[src/hw/rtl/bin_set_routing_lookup_defines.svh]
// Assertion macros for the bin-set routing lookup.
// Used by the top level; expects clk and rst_n in scope.
`ifndef BIN_SET_ROUTING_LOOKUP_DEFINES_SVH
`define BIN_SET_ROUTING_LOOKUP_DEFINES_SVH

// Same-cycle implication, masked while in reset.
`define BSRL_ASSERT_IMP(lbl, ante, cons, msg) \
  lbl: assert property (@(posedge clk) disable iff (!rst_n) (ante) |-> (cons)) \
    else $error(msg);

// Next-cycle implication, masked while in reset.
`define BSRL_ASSERT_NXT(lbl, ante, cons, msg) \
  lbl: assert property (@(posedge clk) disable iff (!rst_n) (ante) |=> (cons)) \
    else $error(msg);

`endif

[src/hw/rtl/bsrl_pkg.sv]
// Types, codes and microprogram for the bin-set routing lookup.
// No dependencies; used by bsrl_seq and bin_set_routing_lookup.
`default_nettype none

package bsrl_pkg;

  localparam int unsigned HEADER_WORDS = 3;
  localparam logic [10:0] OFFSET_MAX   = 11'd2047;

  // Configuration register indexes
  localparam int unsigned CFG_IDX_W = 1;
  localparam logic [CFG_IDX_W-1:0] REG_NUM_INTER_BINS = 1'd0;
  localparam logic [CFG_IDX_W-1:0] REG_TABLE_SIZE     = 1'd1;

  typedef enum logic [1:0] {
    MODE_LOAD  = 2'd0,
    MODE_BUILD = 2'd1,
    MODE_QUERY = 2'd2,
    MODE_NOP   = 2'd3
  } mode_t;

  typedef enum logic [3:0] {
    S_IDLE    = 4'd0,
    S_B_LOOP  = 4'd1,
    S_B_ADV   = 4'd2,
    S_B_END   = 4'd3,
    S_Q_BIN   = 4'd4,
    S_Q_LO    = 4'd5,
    S_Q_HI    = 4'd6,
    S_Q_PROBE = 4'd7,
    S_Q_CMP   = 4'd8,
    S_Q_NEXT  = 4'd9,
    S_Q_HIT   = 4'd10,
    S_Q_MISS  = 4'd11
  } step_t;

  typedef enum logic [3:0] {
    OP_IDLE,
    OP_B_INDEX,
    OP_B_ADV,
    OP_B_END,
    OP_Q_RD_LO,
    OP_Q_RD_HI,
    OP_Q_SET_HI,
    OP_Q_PROBE,
    OP_Q_CMP,
    OP_Q_NEXT,
    OP_Q_HIT,
    OP_Q_MISS
  } op_t;

  typedef enum logic [2:0] {
    C_TRUE,
    C_DISPATCH,
    C_BIN_DONE,
    C_SCAN_DONE,
    C_RANGE_EMPTY,
    C_MATCH,
    C_OUT_FREE
  } cond_t;

  typedef struct packed {
    op_t   op;
    cond_t cond;
    step_t tgt_t;
    step_t tgt_f;
  } uword_t;

  // Datapath flags seen by the sequencer
  typedef struct packed {
    logic       in_fire;
    logic [1:0] mode;
    logic       bin_done;
    logic       scan_done;
    logic       range_empty;
    logic       match;
    logic       out_free;
  } status_t;

  typedef struct packed {
    step_t step;
    op_t   op;
  } ctrl_t;

  // Microprogram ROM
  function automatic uword_t ucode(step_t s);
    uword_t w;
    case (s)
      S_IDLE:    w = '{OP_IDLE,     C_DISPATCH,    S_IDLE,    S_IDLE};
      S_B_LOOP:  w = '{OP_B_INDEX,  C_BIN_DONE,    S_B_END,   S_B_ADV};
      S_B_ADV:   w = '{OP_B_ADV,    C_TRUE,        S_B_LOOP,  S_B_LOOP};
      S_B_END:   w = '{OP_B_END,    C_TRUE,        S_IDLE,    S_IDLE};
      S_Q_BIN:   w = '{OP_Q_RD_LO,  C_SCAN_DONE,   S_Q_MISS,  S_Q_LO};
      S_Q_LO:    w = '{OP_Q_RD_HI,  C_TRUE,        S_Q_HI,    S_Q_HI};
      S_Q_HI:    w = '{OP_Q_SET_HI, C_TRUE,        S_Q_PROBE, S_Q_PROBE};
      S_Q_PROBE: w = '{OP_Q_PROBE,  C_RANGE_EMPTY, S_Q_NEXT,  S_Q_CMP};
      S_Q_CMP:   w = '{OP_Q_CMP,    C_MATCH,       S_Q_HIT,   S_Q_PROBE};
      S_Q_NEXT:  w = '{OP_Q_NEXT,   C_TRUE,        S_Q_BIN,   S_Q_BIN};
      S_Q_HIT:   w = '{OP_Q_HIT,    C_OUT_FREE,    S_IDLE,    S_Q_HIT};
      S_Q_MISS:  w = '{OP_Q_MISS,   C_OUT_FREE,    S_IDLE,    S_Q_MISS};
      default:   w = '{OP_IDLE,     C_TRUE,        S_IDLE,    S_IDLE};
    endcase
    return w;
  endfunction

endpackage

`default_nettype wire

[src/hw/rtl/bsrl_seq.sv]
// Microcode sequencer: step counter, ROM fetch and conditional jumps.
// Depends on bsrl_pkg.
`default_nettype none

module bsrl_seq (
  input  wire logic              clk,
  input  wire logic              rst_n,
  input  wire bsrl_pkg::status_t stat,
  output bsrl_pkg::ctrl_t        ctrl
);

  bsrl_pkg::step_t  pc_r;
  bsrl_pkg::step_t  pc_nxt;
  bsrl_pkg::uword_t uw;
  logic             taken;

  assign uw = bsrl_pkg::ucode(pc_r);

  // next step
  always_comb begin
    taken  = 1'b1;
    pc_nxt = uw.tgt_t;
    case (uw.cond)
      bsrl_pkg::C_TRUE:        taken = 1'b1;
      bsrl_pkg::C_BIN_DONE:    taken = stat.bin_done;
      bsrl_pkg::C_SCAN_DONE:   taken = stat.scan_done;
      bsrl_pkg::C_RANGE_EMPTY: taken = stat.range_empty;
      bsrl_pkg::C_MATCH:       taken = stat.match;
      bsrl_pkg::C_OUT_FREE:    taken = stat.out_free;
      default:                 taken = 1'b0;
    endcase
    if (uw.cond == bsrl_pkg::C_DISPATCH) begin
      pc_nxt = bsrl_pkg::S_IDLE;
      if (stat.in_fire) begin
        case (stat.mode)
          bsrl_pkg::MODE_BUILD: pc_nxt = bsrl_pkg::S_B_LOOP;
          bsrl_pkg::MODE_QUERY: pc_nxt = bsrl_pkg::S_Q_BIN;
          default:              pc_nxt = bsrl_pkg::S_IDLE;
        endcase
      end
    end else if (!taken) begin
      pc_nxt = uw.tgt_f;
    end
  end

  // control outputs
  always_comb begin
    ctrl.step = pc_r;
    ctrl.op   = uw.op;
  end

  always_ff @(posedge clk) begin
    if (!rst_n) begin
      pc_r <= bsrl_pkg::S_IDLE;
    end else begin
      pc_r <= pc_nxt;
    end
  end

endmodule

`default_nettype wire

[config.mk]
export PLATFORM = sky130hd
export DESIGN_NAME = bsrl_seq
export DESIGN_NICKNAME = d
export VERILOG_FILES = /design/src/hw/rtl/bin_set_routing_lookup_defines.svh /design/src/hw/rtl/bsrl_pkg.sv /design/src/hw/rtl/bsrl_seq.sv
export SDC_FILE = /design/constraint.sdc
export NUM_CORES = 1
export LEC_CHECK = 0
export BUFFER_PORTS_ARGS = -buffer_cell sky130_fd_sc_hd__buf_2
export CORE_MARGIN = 8
export CORE_UTILIZATION = 41
export DETAILED_ROUTE_END_ITERATION = 7
export PLACE_DENSITY_LB_ADDON = 0.3
export SLEW_MARGIN = 20
export SYNTH_ARGS = -nofsm -noshare
export SYNTH_HDL_FRONTEND = slang
export SYNTH_SLANG_ARGS = --single-unit
[constraint.sdc]
create_clock -name clk -period 2.8 [get_ports clk]
set_clock_uncertainty 0.2 [all_clocks]
set_input_delay 0.7 -clock clk [delete_from_list [all_inputs] [get_ports clk]]
set_output_delay 0.7 -clock clk [all_outputs]
set_load 0.05 [all_outputs]
==> flow_summary.ini, run 1 <==
[synthesis]
yosysMostFrequentCell = ha_1
synthTopCellsByArea = ha_1 (14%), dfxtp_1 (12%), mux2i_1 (4.7%), a21oi_1 (3.9%), buf_6 (3.5%)
syn_nets = 94
synth_compound_area_share_pct = 35.4
synth_mux_area_share_pct = 4.67
synthArstFlopShare_pct = 0
avgSynthCellArea_sq_um = 8.35
ys_ff_latch = 4
synth_commonest_cells = ha_1 (7), a21oi_1 (5), inv_1 (5)
synth.largest_area_cell = ha_1
synth_area_sq_um = 643
synth-edff-count = 0
synth_xor_area_share_pct = 0
yosys.area_share.adder_pct = 13.6
synth_top_family_by_area = compound AO/OA/AOI/OAI gates
syn_inst = 77
synth_top_cell_area_share_pct = 13.6
ys_warn_count = 0
yosysUniqueCellTypes = 40
synth-seq-area-share_pct = 12.5
yosys.area_share.simple_pct = 25.7
synth_flop_cell = dfxtp_1

[pwr]
power_uw = 943
p_leak_nw = 0.340
switching_share_pct = 54.3
p_sw_uw = 512
combPwrFrac_pct = 80.2
ir_drop_v = 0.000537
power_frac_clock_pct = 8.6
power.density_nw_per_um2 = 1220
p_int_uw = 431
power_frac_seq_pct = 11.2

[timing]
final_max_slew_viol_count = 0
setup_violations = 0
hold_violations = 0
period_minus_slack_ps = 2310
tightest_slew_ps = 549
rsz0062_at_grt = false
post-route-period-util_pct = 82.4
relSlewSlack_pct = 63.1
setup_tns_ps = 0
max_freq_mhz = 433

[final_layout]
final_nets = 116
drive_gt1_share_pct = 35.1
multi_input_area_sq_um = 513
num_antenna_cells = 0
top_register = pc_r
design_area_sq_um = 773
final_util_pct = 51.9
areaGrowthSynthToFinish_pct = 20.2
reg_top3 = pc_r (4)
largest_reg_flops = 4
fillers = 146
seq_area_sq_um = 80.1

[hold_path]
min_path_type = input port to register

[worst_setup_path]
cp-start-kind = register
crit_type = register to primary output
worstPathArrival_ps = 1410
cp-end-kind = primary output
required_ps = 1900
crit_family = flip-flops
cpMaxStageDelayCell = dfxtp_1
critPathMaxFanout = 14
cp.buffers_inverters = 1
cp_cell_sequence = nor2b_2, buf_2
worst_path_largest_cell_delay_ps = 580

[global_route]
groute.layer.met2.usage_pct = 17.0
grt_use_met1_pct = 12.5
first_global_vias = 659
grt_start_max_net_pins = 15
grt_use_met3_pct = 5.48
grt-busiest-layer = met2
overflow = 0
grt_pass1_wl_mm = 2.86
antenna_found_initial = 0
grt_use_total_pct = 11.3

[drt]
first_pass_iters = 4
drt_iter0_drc = 21
vias = 674
routed_wl_mm = 1.71
routedWlPerCell_microns = 15.1
via_per_inst = 5.96
drtAntennaViolNets = 0
drc = 0

[die]
initial_core_util_pct = 43.2
core_area_sq_um = 1490
rows = 14
num_io_pins = 18
die_h_microns = 55.6
fp.dieW_microns = 55.6
die_area_sq_um = 3090

[clocking]
clock-root-buffer = clkbuf_4
clkLatencyLatePin_ps = 260
cts_buffers = 3
clock-sinks = 4
cts_resized = 0
ctsHtreeMaxLevel = 1
path_clk_slew_ps = 50
clockBufferDepth = 2
hold_buffers = 0
cts_setup_buffers = 0
cts_tree = done

[outcome]
outcome = complete, no violations

[place]
io_buffers = 17
gp_congestion = 0.898
dpl_cell_area_sq_um = 751
hpwl_mm = 1.32

[run]
max-cap-violations = 0
[placed cells by master, fill, tap and decap left out, drive strengths merged, types with 2 or more instances in the layout]
cell type,n
buf,21
ha,7
inv,6
a21oi,5
o21ai,5
dfxtp,4
nand3b,3
mux2i,3
nor2,3
nand2,3
clkbuf,3
nand2b,3
nor2b,3
o211ai,3
o21a,2
nand4,2
a211oi,2
a21boi,2
nor3,2
o31ai,2
[metal layers]
| layer | part of all wire, % | wire, microns | up-vias |
|---|---|---|---|
| met5 | 0 | 0 | - |
| met4 | 2.7 | 46 | 0 |
| met3 | 8.1 | 138 | 7 |
| met2 | 44 | 754 | 28 |
| met1 | 45 | 766 | 312 |
| li1 | - | - | 327 |
[kinds of logic (layout without fill, tap and decap cells)]
kind of cell / count (synthesis) / after routing
AO/OA/AOI/OAI: 28 / 28
adder cells (fa/ha/maj): 7 / 7
buffers and inverters: 10 / 30
flip-flops: 4 / 4
multiplexers: 3 / 3
AND/OR/NAND/NOR: 25 / 25
[final timing paths]
check	from	to	slack, ps	depth (start not counted)
worst max-delay path	pc_r[2]	ctrl[2]	490	2
worst min-delay path	rst_n	pc_r[2]	550	3
worst max register to register	pc_r[1]	pc_r[3]	510	8
worst min register to register	pc_r[2]	pc_r[3]	560	2
[worst min-delay path: stages]
cell and delay, ps:
buf_2 130, nand4_1 70, o21ai_1 60
[cell type report]
type / instances / area share (%)
Tap cell: 16 / 2.59
Inverter: 6 / 2.91
Multi-Input combinational cell: 63 / 66.3
Clock buffer: 3 / 2.91
Sequential cell: 4 / 10.4
Timing Repair Buffer: 21 / 14.9
[power by group through the flow]
stage	clock (mW)	combinational (mW)	sequential (mW)
2_1_floorplan	0	0.556	0.159
3_3_place_gp	0	0.743	0.104
3_5_place_dp	0	0.751	0.106
4_1_cts	0.0812	0.754	0.105
5_1_grt	0.0831	0.821	0.109
6_report	0.0809	0.757	0.106
[stage by stage]
stage / hold slack (ps) / setup WS (ps) / cells
2_1_floorplan: 644 / 129 / 77
3_3_place_gp: 522 / 583 / 110
3_5_place_dp: 524 / 536 / 110
4_1_cts: 549 / 497 / 113
5_1_grt: 578 / 356 / 113
6_report: 552 / 493 / 113
Note: power is estimated with default switching activity, not from simulation.
==> run 2: changes to the inputs <==
==> constraint.sdc (replaced) <==
create_clock -name clk -period 1.94 [get_ports clk]
set_clock_uncertainty 0.2 [all_clocks]
set_input_delay 0.485 -clock clk [delete_from_list [all_inputs] [get_ports clk]]
set_output_delay 0.485 -clock clk [all_outputs]
set_load 0.05 [all_outputs]
==> flow_summary.ini, run 2 (synthesis gave the netlist of run 1 again) <==
[outcome]
outcome = finished with violations
violations = negative setup slack

[die]
fp.dieW_microns = 55.6
die_h_microns = 55.6
die_area_sq_um = 3090
initial_core_util_pct = 43.2
num_io_pins = 18
core_area_sq_um = 1490
rows = 14

[final_layout]
final_nets = 125
layout_common_cells = buf_2 (16), buf_4 (12), ha_1 (4)
final_util_pct = 65.7
top_register = pc_r
drive_gt1_share_pct = 56.1
largest_reg_flops = 4
final_common_cell = buf_2
design_area_sq_um = 978
reg_top3 = pc_r (4)
num_antenna_cells = 0
areaGrowthSynthToFinish_pct = 52.1

[timing]
worst_slack_ps = -109
hold_violations = 0
period_minus_slack_ps = 2050
setup_violations = 3
final_max_slew_viol_count = 0
max_freq_mhz = 488
rsz0062_at_grt = true
relSlewSlack_pct = 77.1
post-route-period-util_pct = 106
tightest_slew_ps = 341

[pwr]
ir_drop_v = 0.000871
p_leak_nw = 0.413
power.density_nw_per_um2 = 1710
power_mw = 1.68

[drt]
vias = 688
drtAntennaViolNets = 0
routedWlPerCell_microns = 14.5
routed_wl_mm = 1.79
drt_iter0_drc = 8
first_pass_iters = 4
drc = 0
via_per_inst = 5.59

[hold_path]
min_path_type = input port to register
hold_path_startpoint = rst_n

[clocking]
clock-root-buffer = clkbuf_4
clockBufferDepth = 2
cts_tree = done
clkLatencyLatePin_ps = 230
path_clk_slew_ps = 40
clock-sinks = 4
ctsHtreeMaxLevel = 1
cts_buffers = 3

[place]
io_buffers = 17
hpwl_mm = 1.43
gp_congestion = 0.875
dpl_cell_area_sq_um = 918

[worst_setup_path]
cp-startpoint = pc_r[0]
r2r-start = pc_r[0]
cp-end-kind = register
critPathMaxFanout = 8
crit_type = register to register
worstPathArrival_ps = 1970
cp-start-kind = register
required_ps = 1870

[global_route]
grt_start_max_net_pins = 14
antenna_found_initial = 0
overflow = 0
grt_use_total_pct = 11.2
first_global_vias = 662
grt_pass1_wl_mm = 2.99

[run]
max-cap-violations = 0
## run 2: report_power, final
group	total [mW]	switching, mW	internal, mW
Sequential	0.200	0.0751	0.125
Combinational	1.36	0.731	0.632
Clock	0.114	0.0363	0.0773
## run 2: metrics by stage
stage | setup WS (ps) | instances | setup TNS, ps | hold WS [ps]
3_5_place_dp | -95.8 | 117 | -197 | 429
2_1_floorplan | -85.4 | 77 | -330 | 424
6_report | -109 | 123 | -235 | 357
4_1_cts | -81.2 | 123 | -210 | 346
3_3_place_gp | -95.9 | 117 | -159 | 434
5_1_grt | -170 | 123 | -569 | 368
## run 2: critical path, stage by stage, from the launching register on
cell and delay [ps]:
dfxtp_4 400, inv_6 50, ha_4 170, mux2i_4 210, o32ai_1 130, a21o_1 200, o211ai_4 270, o221a_2 260
nor3_2 40
## run 2: final cells by class
| class | instances | area (sq um) |
|---|---|---|
| multi-input cells | 63 | 612 |
| fillers | 127 | 510 |
| repair buffers | 30 | 193 |
| flip-flops and latches | 4 | 92.6 |
| inverters | 6 | 35.0 |
| clock buffers | 4 | 26.3 |
| well taps | 16 | 20.0 |
## run 2: routing by layer
layer	up-vias	part of all wire, %	track usage (%)
met5	-	0	0
met4	0	0	3.17
met3	0	4.4	3.65
met2	9	49	18.6
met1	331	46	13.3
li1	348	-	-
## run 2: path summary, 6_finish.rpt
path                            slack [ps]       to  cells past startpoint
worst max-delay path                  -110  pc_r[1]                      8
worst min-delay path                   360  pc_r[3]                      3
worst max register to register        -110  pc_r[1]                      8
worst min register to register         460  pc_r[3]                      2
## run 2: what timing repair did
action | CTS | global route
resized for setup | 3 | 1
setup buffers | 2 | 0
hold endpoints to repair | 0 | 0
pin swaps | 4 | 3
endpoints found under the setup margin | 5 | 5
hold buffers | 0 | 0
